<file path="src/hdl/stq_pkg.sv">
package stq_pkg;

    localparam int QUEUE_DEPTH = 16;
    localparam int TIME_BITS   = 32;
    localparam int NUM_SLOTS   = 16;
    localparam int CAPACITY    = (QUEUE_DEPTH < NUM_SLOTS) ? QUEUE_DEPTH : NUM_SLOTS;

    localparam int SLOT_BITS = 4;
    localparam int TMO_BITS  = 32;
    localparam int TAG_BITS  = 16;

    localparam logic OPC_TICK   = 1'b0;
    localparam logic OPC_INSERT = 1'b1;

    localparam logic [TMO_BITS-1:0] FOREVER_TMO = '1;

    typedef struct packed {
        logic                 valid;
        logic [TIME_BITS-1:0] deadline;
        logic [SLOT_BITS-1:0] owner;
    } t_entry;

    typedef enum logic [1:0] {
        OP_HOLD   = 2'd0,
        OP_DROP   = 2'd1,
        OP_INSERT = 2'd2,
        OP_POP    = 2'd3
    } t_cell_op;

    typedef struct packed {
        t_cell_op             op;
        logic [SLOT_BITS-1:0] slot;
        logic [TIME_BITS-1:0] deadline;
    } t_cell_cmd;

endpackage

</file>
<file path="src/hdl/stq_cell.sv">
module stq_cell
    import stq_pkg::*;
(
    input  logic      i_clk,
    input  logic      i_rst_n,
    input  t_cell_cmd i_cmd,
    input  t_entry    i_prev,
    input  t_entry    i_next,
    input  logic      i_hit,
    input  logic      i_after,
    output logic      o_hit,
    output logic      o_after,
    output t_entry    o_entry
);

    t_entry r_ent;
    t_entry n_ent;
    logic   w_hit_here;
    logic   w_after_here;

    assign w_hit_here   = r_ent.valid && (r_ent.owner == i_cmd.slot);
    assign w_after_here = r_ent.valid && !(i_cmd.deadline < r_ent.deadline);
    assign o_hit        = i_hit || w_hit_here;
    assign o_after      = i_after && w_after_here;
    assign o_entry      = r_ent;

    always_comb begin
        n_ent = r_ent;
        case (i_cmd.op)
            OP_HOLD: begin
                n_ent = r_ent;
            end
            OP_DROP: begin
                if (o_hit) begin
                    n_ent = i_next;
                end
            end
            OP_INSERT: begin
                if (o_after) begin
                    n_ent = r_ent;
                end else if (i_after) begin
                    n_ent.valid    = 1'b1;
                    n_ent.deadline = i_cmd.deadline;
                    n_ent.owner    = i_cmd.slot;
                end else begin
                    n_ent = i_prev;
                end
            end
            OP_POP: begin
                n_ent = i_next;
            end
            default: begin
                n_ent = r_ent;
            end
        endcase
    end

    always_ff @(posedge i_clk) begin
        if (!i_rst_n) begin
            r_ent.valid <= 1'b0;
        end else begin
            r_ent <= n_ent;
        end
    end

endmodule

</file>
<file path="src/hdl/stq_chain.sv">
module stq_chain
    import stq_pkg::*;
(
    input  logic      i_clk,
    input  logic      i_rst_n,
    input  t_cell_cmd i_cmd,
    output t_entry    o_head,
    output logic      o_full
);

    t_entry w_ent   [0:CAPACITY];
    t_entry w_prev  [0:CAPACITY-1];
    logic   w_hit   [0:CAPACITY];
    logic   w_after [0:CAPACITY];

    assign w_ent[CAPACITY] = '0;
    assign w_hit[0]        = 1'b0;
    assign w_after[0]      = 1'b1;

    genvar g;
    generate
        for (g = 0; g < CAPACITY; g++) begin : g_cell
            if (g == 0) begin : g_first
                assign w_prev[g] = '0;
            end else begin : g_rest
                assign w_prev[g] = w_ent[g-1];
            end
            stq_cell u_cell (
                .i_clk   (i_clk),
                .i_rst_n (i_rst_n),
                .i_cmd   (i_cmd),
                .i_prev  (w_prev[g]),
                .i_next  (w_ent[g+1]),
                .i_hit   (w_hit[g]),
                .i_after (w_after[g]),
                .o_hit   (w_hit[g+1]),
                .o_after (w_after[g+1]),
                .o_entry (w_ent[g])
            );
        end
    endgenerate

    assign o_head = w_ent[0];
    assign o_full = w_ent[CAPACITY-1].valid;

endmodule

</file>
<file path="src/hdl/sorted_timer_event_queue_core.sv">
// Sorted timer event queue.
// Input channel (i_in_valid / o_in_ready) takes one request per handshake:
// opcode 1 inserts an event for a slot with deadline now + timeout (all-ones
// timeout stores tag and notify but queues nothing, and a pending slot is
// replaced); opcode 0 is one tick, which advances the time and expires every
// head entry whose deadline is not later than the new time.
// Output channel (o_out_valid / i_out_ready) carries one report per expired
// event with notify set, in queue order, o_last marking the final one of a tick.
// Sequence: an insert steps through accept, removal of the old entry and
// sorted insert. A tick is accepted, then expired entries shift off the chain
// head one per cycle, save where expiry holds as below, and the last report
// moves on to the output register. Requests are taken only between items.
// Reports wait in a hold and an output register; when the receiver stalls,
// expiry holds at the next notifying entry until the output register frees up.
// Reset (synchronous, active low) empties the queue, clears the time to zero
// and drops any report not yet taken. Slot tags are valid only once written.
module sorted_timer_event_queue_core
    import stq_pkg::*;
(
    input  logic                 i_clk,
    input  logic                 i_rst_n,
    input  logic                 i_in_valid,
    output logic                 o_in_ready,
    input  logic                 i_opcode,
    input  logic [SLOT_BITS-1:0] i_event_slot,
    input  logic [TMO_BITS-1:0]  i_timeout,
    input  logic                 i_notify,
    input  logic [TAG_BITS-1:0]  i_tag,
    output logic                 o_out_valid,
    input  logic                 i_out_ready,
    output logic [SLOT_BITS-1:0] o_fired_slot,
    output logic [TAG_BITS-1:0]  o_fired_tag,
    output logic                 o_last
);

    typedef enum logic [3:0] {
        S_IDLE = 4'b0001,
        S_DROP = 4'b0010,
        S_INS  = 4'b0100,
        S_POP  = 4'b1000
    } t_state;

    t_state               r_state,     n_state;
    logic [TIME_BITS-1:0] r_time,      n_time;
    logic [SLOT_BITS-1:0] r_key_slot,  n_key_slot;
    logic [TIME_BITS-1:0] r_key_dl,    n_key_dl;
    logic                 r_forever,   n_forever;
    logic                 r_hold_valid, n_hold_valid;
    logic [SLOT_BITS-1:0] r_hold_slot, n_hold_slot;
    logic [TAG_BITS-1:0]  r_hold_tag,  n_hold_tag;
    logic                 r_out_valid, n_out_valid;
    logic [SLOT_BITS-1:0] r_out_slot,  n_out_slot;
    logic [TAG_BITS-1:0]  r_out_tag,   n_out_tag;
    logic                 r_out_last,  n_out_last;

    logic [TAG_BITS-1:0]  r_tag [0:NUM_SLOTS-1];
    logic                 r_ntf [0:NUM_SLOTS-1];

    t_cell_cmd w_cmd;
    t_entry    w_head;
    logic      w_full;
    logic      w_in_acc;
    logic      w_out_free;
    logic      w_expire;
    logic      w_head_ntf;
    logic [TAG_BITS-1:0] w_head_tag;

    stq_chain u_chain (
        .i_clk   (i_clk),
        .i_rst_n (i_rst_n),
        .i_cmd   (w_cmd),
        .o_head  (w_head),
        .o_full  (w_full)
    );

    assign o_in_ready   = (r_state == S_IDLE);
    assign w_in_acc     = i_in_valid && o_in_ready;
    assign w_out_free   = !r_out_valid || i_out_ready;
    assign w_expire     = w_head.valid && !(w_head.deadline > r_time);
    assign w_head_ntf   = r_ntf[w_head.owner];
    assign w_head_tag   = r_tag[w_head.owner];

    assign o_out_valid  = r_out_valid;
    assign o_fired_slot = r_out_slot;
    assign o_fired_tag  = r_out_tag;
    assign o_last       = r_out_last;

    always_comb begin
        n_state        = r_state;
        n_time         = r_time;
        n_key_slot     = r_key_slot;
        n_key_dl       = r_key_dl;
        n_forever      = r_forever;
        n_hold_valid   = r_hold_valid;
        n_hold_slot    = r_hold_slot;
        n_hold_tag     = r_hold_tag;
        n_out_valid    = r_out_valid && !i_out_ready;
        n_out_slot     = r_out_slot;
        n_out_tag      = r_out_tag;
        n_out_last     = r_out_last;
        w_cmd.op       = OP_HOLD;
        w_cmd.slot     = r_key_slot;
        w_cmd.deadline = r_key_dl;
        case (r_state)
            S_IDLE: begin
                if (w_in_acc) begin
                    if (i_opcode == OPC_INSERT) begin
                        n_key_slot = i_event_slot;
                        n_key_dl   = r_time + TIME_BITS'(i_timeout);
                        n_forever  = (i_timeout == FOREVER_TMO);
                        n_state    = S_DROP;
                    end else begin
                        n_time  = r_time + TIME_BITS'(1);
                        n_state = S_POP;
                    end
                end
            end
            S_DROP: begin
                w_cmd.op = OP_DROP;
                n_state  = r_forever ? S_IDLE : S_INS;
            end
            S_INS: begin
                if (!w_full) begin
                    w_cmd.op = OP_INSERT;
                end
                n_state = S_IDLE;
            end
            S_POP: begin
                if (w_expire) begin
                    if (!w_head_ntf) begin
                        w_cmd.op = OP_POP;
                    end else if (!r_hold_valid) begin
                        w_cmd.op     = OP_POP;
                        n_hold_valid = 1'b1;
                        n_hold_slot  = w_head.owner;
                        n_hold_tag   = w_head_tag;
                    end else if (w_out_free) begin
                        w_cmd.op    = OP_POP;
                        n_out_valid = 1'b1;
                        n_out_slot  = r_hold_slot;
                        n_out_tag   = r_hold_tag;
                        n_out_last  = 1'b0;
                        n_hold_slot = w_head.owner;
                        n_hold_tag  = w_head_tag;
                    end
                end else if (r_hold_valid) begin
                    if (w_out_free) begin
                        n_out_valid  = 1'b1;
                        n_out_slot   = r_hold_slot;
                        n_out_tag    = r_hold_tag;
                        n_out_last   = 1'b1;
                        n_hold_valid = 1'b0;
                        n_state      = S_IDLE;
                    end
                end else begin
                    n_state = S_IDLE;
                end
            end
            default: begin
                n_state = S_IDLE;
            end
        endcase
    end

    always_ff @(posedge i_clk) begin
        if (!i_rst_n) begin
            r_state      <= S_IDLE;
            r_time       <= '0;
            r_hold_valid <= 1'b0;
            r_out_valid  <= 1'b0;
        end else begin
            r_state      <= n_state;
            r_time       <= n_time;
            r_hold_valid <= n_hold_valid;
            r_out_valid  <= n_out_valid;
        end
    end

    always_ff @(posedge i_clk) begin
        r_key_slot  <= n_key_slot;
        r_key_dl    <= n_key_dl;
        r_forever   <= n_forever;
        r_hold_slot <= n_hold_slot;
        r_hold_tag  <= n_hold_tag;
        r_out_slot  <= n_out_slot;
        r_out_tag   <= n_out_tag;
        r_out_last  <= n_out_last;
    end

    always_ff @(posedge i_clk) begin
        if (w_in_acc && (i_opcode == OPC_INSERT)) begin
            r_tag[i_event_slot] <= i_tag;
            r_ntf[i_event_slot] <= i_notify;
        end
    end

endmodule

</file>
<file path="config.mk">
export PLATFORM = sky130hd
export DESIGN_NAME = sorted_timer_event_queue_core
export DESIGN_NICKNAME = d
export VERILOG_FILES = /design/src/hdl/stq_pkg.sv /design/src/hdl/stq_cell.sv /design/src/hdl/stq_chain.sv /design/src/hdl/sorted_timer_event_queue_core.sv
export SDC_FILE = /design/constraint.sdc
export NUM_CORES = 2
export LEC_CHECK = 0
export BUFFER_PORTS_ARGS = -buffer_cell sky130_fd_sc_hd__buf_2
export CORE_ASPECT_RATIO = 0.6
export CORE_MARGIN = 4
export CORE_UTILIZATION = 58
export DETAILED_ROUTE_END_ITERATION = 12
export PLACE_DENSITY = 0.76
export SLEW_MARGIN = 10
export SYNTH_ARGS = -nofsm -noshare
export SYNTH_HDL_FRONTEND = slang
export SYNTH_SLANG_ARGS = --single-unit
</file>
<file path="constraint.sdc">
create_clock -name i_clk -period 6 [get_ports i_clk]
set_clock_uncertainty 0.1 [all_clocks]
set_input_delay 0.6 -clock i_clk [delete_from_list [all_inputs] [get_ports i_clk]]
set_output_delay 0.6 -clock i_clk [all_outputs]
set_load 0.05 [all_outputs]
</file>
==> reports/results.tsv <==
metric	value	unit
viasPerCell	6.64	
syn_avg_cell_area	10.9	um2
yosys_warnings	0	
final_max_slew_viol_count	0	
drt-wirelength-per-cell	25.1	um
wl_met3	23.7	mm
antenna_left	0	
place_congestion	0.914	
path_max_fanout	32	
cts_buffers	90	
cts_root_buffer	clkbuf_16	
area_growth	9.09	%
die_w	421	um
fmax	180	MHz
drc	0	
n_antenna_cell	0	
syn_inst	5463	
clockBufferDepth	3	
num_vias	45600	
final_cell_count_no_fill	6868	
synthDistinctLibCells	83	
tns	0	ps
ctsHoldBuffers	0	
path_clk_slew	70	ps
required	6210	ps
fp.dieArea	108000	um2
status	completed	
worst_pin_slew	1160	ps
met2WireLength	69.9	mm
grt_max_degree	224	
clkSinkCount	984	
p_per_area	221	nW/um2
endpoint_kind	flip-flop	
placed_area	61900	um2
seq_area	29000	um2
highest_layer	met5	
firstDrtPassIters	6	
grt-ovfl-total	0	
hold_viol_final	0	
grtUsageTotal	0.311	
irDropWorstVdd	0.214	mV
placementRows	90	
cts_tree	yes	
cts-resized-gates	0	
syn_nets	6051	
m1WireLength	76.3	mm
finalSetupViolations	0	
place_ws	651	ps
p_leak	27.1	nW
rsz0062_at_grt	false	
fin_crit_sh	0.928	
core	101000	um2
postCtsSetupBuffers	0	
max_slew_margin	0.228	
finish.instance_area	64900	um2
async_flop_share	0	
crit_chain	buf_4, ha_1, a21o_1, a21o_1, a21oi_1, o211ai_1, a211oi_1, a21oi_1, o21ai_4, or2_2, nor2_4, a211oi_4, buf_4	
critical_path_class	flip-flop to flip-flop	
synth_edf_count	926	
antenna_found_initial	6	
worst_slack	430	ps
grt_pass1_wl	263	mm
start_util	0.588	
port_buffers	80	
multi_input_area	27500	um2
cp_slowest_stage_delay	740	ps
nFillCells	7732	
place_inst	6703	
synth_seq_area_share	0.487	
grt_pass1_vias	43400	
min_path_type	input port to flip-flop	
num_io_pins	81	
ys.flop_type	edfxtp_1	
die_y	256	um
drt_iter0_drc	6494	
cts_max_level	3	
synth-seq-cells	984	
cp.arrival	5780	ps
hpwl	124	mm
maxCapViolCount	0	
drive_above_1_share	0.0927	
slowest_stage	a211oi_1	
min_period	5570	ps
insertion_delay	690	ps
wl	173	mm
finalNetCount	6050	
setup.worst_path.start_class	flip-flop	
synthesis.area	59500	um2
## cells in the final DEF, fill, tap and decap left out, types with 11 or more instances in the layout
cell type / synthesis / final
a211oi_1: 52 / 49
a21o_1: 170 / 170
a21oi_1: 174 / 173
a221o_1: 50 / 50
a22oi_1: 32 / 32
a31oi_1: 56 / 54
a41oi_1: 33 / 33
and3_1: 50 / 50
buf_12: 0 / 19
buf_2: 64 / 80
buf_4: 6 / 130
bufinv_16: 0 / 11
clkbuf_1: 225 / 25
clkbuf_16: 0 / 90
clkinv_1: 0 / 13
dfxtp_1: 58 / 56
edfxtp_1: 926 / 926
ha_1: 529 / 529
inv_1: 531 / 530
mux2i_1: 333 / 333
mux4_2: 85 / 85
nand2_1: 627 / 625
nand2b_1: 28 / 28
nand3_1: 162 / 162
nand4_1: 93 / 93
nor2_1: 175 / 153
nor2_2: 1 / 12
nor2_4: 1 / 12
nor2b_1: 23 / 23
nor3_1: 40 / 35
nor4_1: 22 / 20
o211ai_1: 82 / 82
o21a_1: 24 / 23
o21ai_0: 415 / 415
o311ai_0: 52 / 52
o311ai_1: 12 / 12
o31ai_1: 44 / 44
or3_1: 11 / 11
xnor2_1: 69 / 69
xor2_1: 49 / 49
## cell families after synthesis
group,share of synthesized area
AND/OR/NAND/NOR,0.0990
flip-flops,0.487
multiplexers,0.0890
XOR/XNOR,0.0174
AO/OA/AOI/OAI,0.140
adder cells (fa/ha/maj),0.112
buffers and inverters,0.0556
## area by class of cell
cell class,instances,share of cell area
Clock inverter,44,0.00822
Timing Repair Buffer,229,0.0271
Sequential cell,984,0.447
Tap cell,1334,0.0257
Clock buffer,120,0.0372
Inverter,531,0.0307
Multi-Input combinational cell,3626,0.424
## critical path, delay by kind of cell (launching register included)
family | cells | cell delay [ps]
AOI/OAI and AO/OA | 8 | 2910
adders and majority gates | 1 | 270
buffers and inverters | 2 | 820
DFF | 1 | 710
and+or+nand+nor | 2 | 310
## layer usage
layer	GRT usage	up-vias
met3	0.0950	224
met2	0.420	2811
met1	0.489	22200
met5	0.00351	-
li1	-	20300
met4	0.0611	8
## stage by stage
stage,power (mW),util,hold slack (ps)
6_report,14.3,0.641,93.5
4_1_cts,14.3,0.641,44.7
3_5_place_dp,8.43,0.612,306
3_3_place_gp,8.40,0.612,302
2_1_floorplan,8.13,-,300
5_1_grt,14.7,0.641,52.7
## sequential cells by signal (all words and copies together), names as in the netlist, named ones only
signal	cells
r_hold_tag	16
r_state	4
o_fired_tag	16
o_out_valid	1
u_chain.g_cell.u_cell.o_entry	592
o_fired_slot	4
o_last	1
r_hold_valid	1
r_time	32
r_ntf	16
r_key_slot	4
r_forever	1
r_tag	256
r_key_dl	32
r_hold_slot	4
## Yosys cell counts (56+ instances only)
cell      count  area [um2]
a21o_1      170        1280
a21oi_1     174         871
a31oi_1      56         350
buf_2        64         320
clkbuf_1    225         845
dfxtp_1      58        1160
edfxtp_1    926       27800
ha_1        529        6620
inv_1       531        1990
mux2i_1     333        3330
mux4_2       85        1910
nand2_1     627        2350
nand3_1     162         811
nand4_1      93         582
nor2_1      175         657
o211ai_1     82         616
o21ai_0     415        2080
xnor2_1      69         604
## report_power, final
part | switching [mW] | internal (mW)
Clock | 2.69 | 3.32
Combinational | 0.489 | 0.270
Sequential | 0.0638 | 7.50
Total | 3.24 | 11.1
## final timing paths
check,startpoint,end,slack [ps],cells past startpoint
worst max-delay path,r_key_dl[25],u_chain.g_cell[11].u_cell.o_entry[19],430,13
worst min register to register,r_hold_slot[0],o_fired_slot[0],310,0
worst max register to register,r_key_dl[25],u_chain.g_cell[11].u_cell.o_entry[19],430,13
worst min-delay path,i_event_slot[1],r_key_slot[1],90,1
Note: power is estimated with default switching activity, not from simulation.
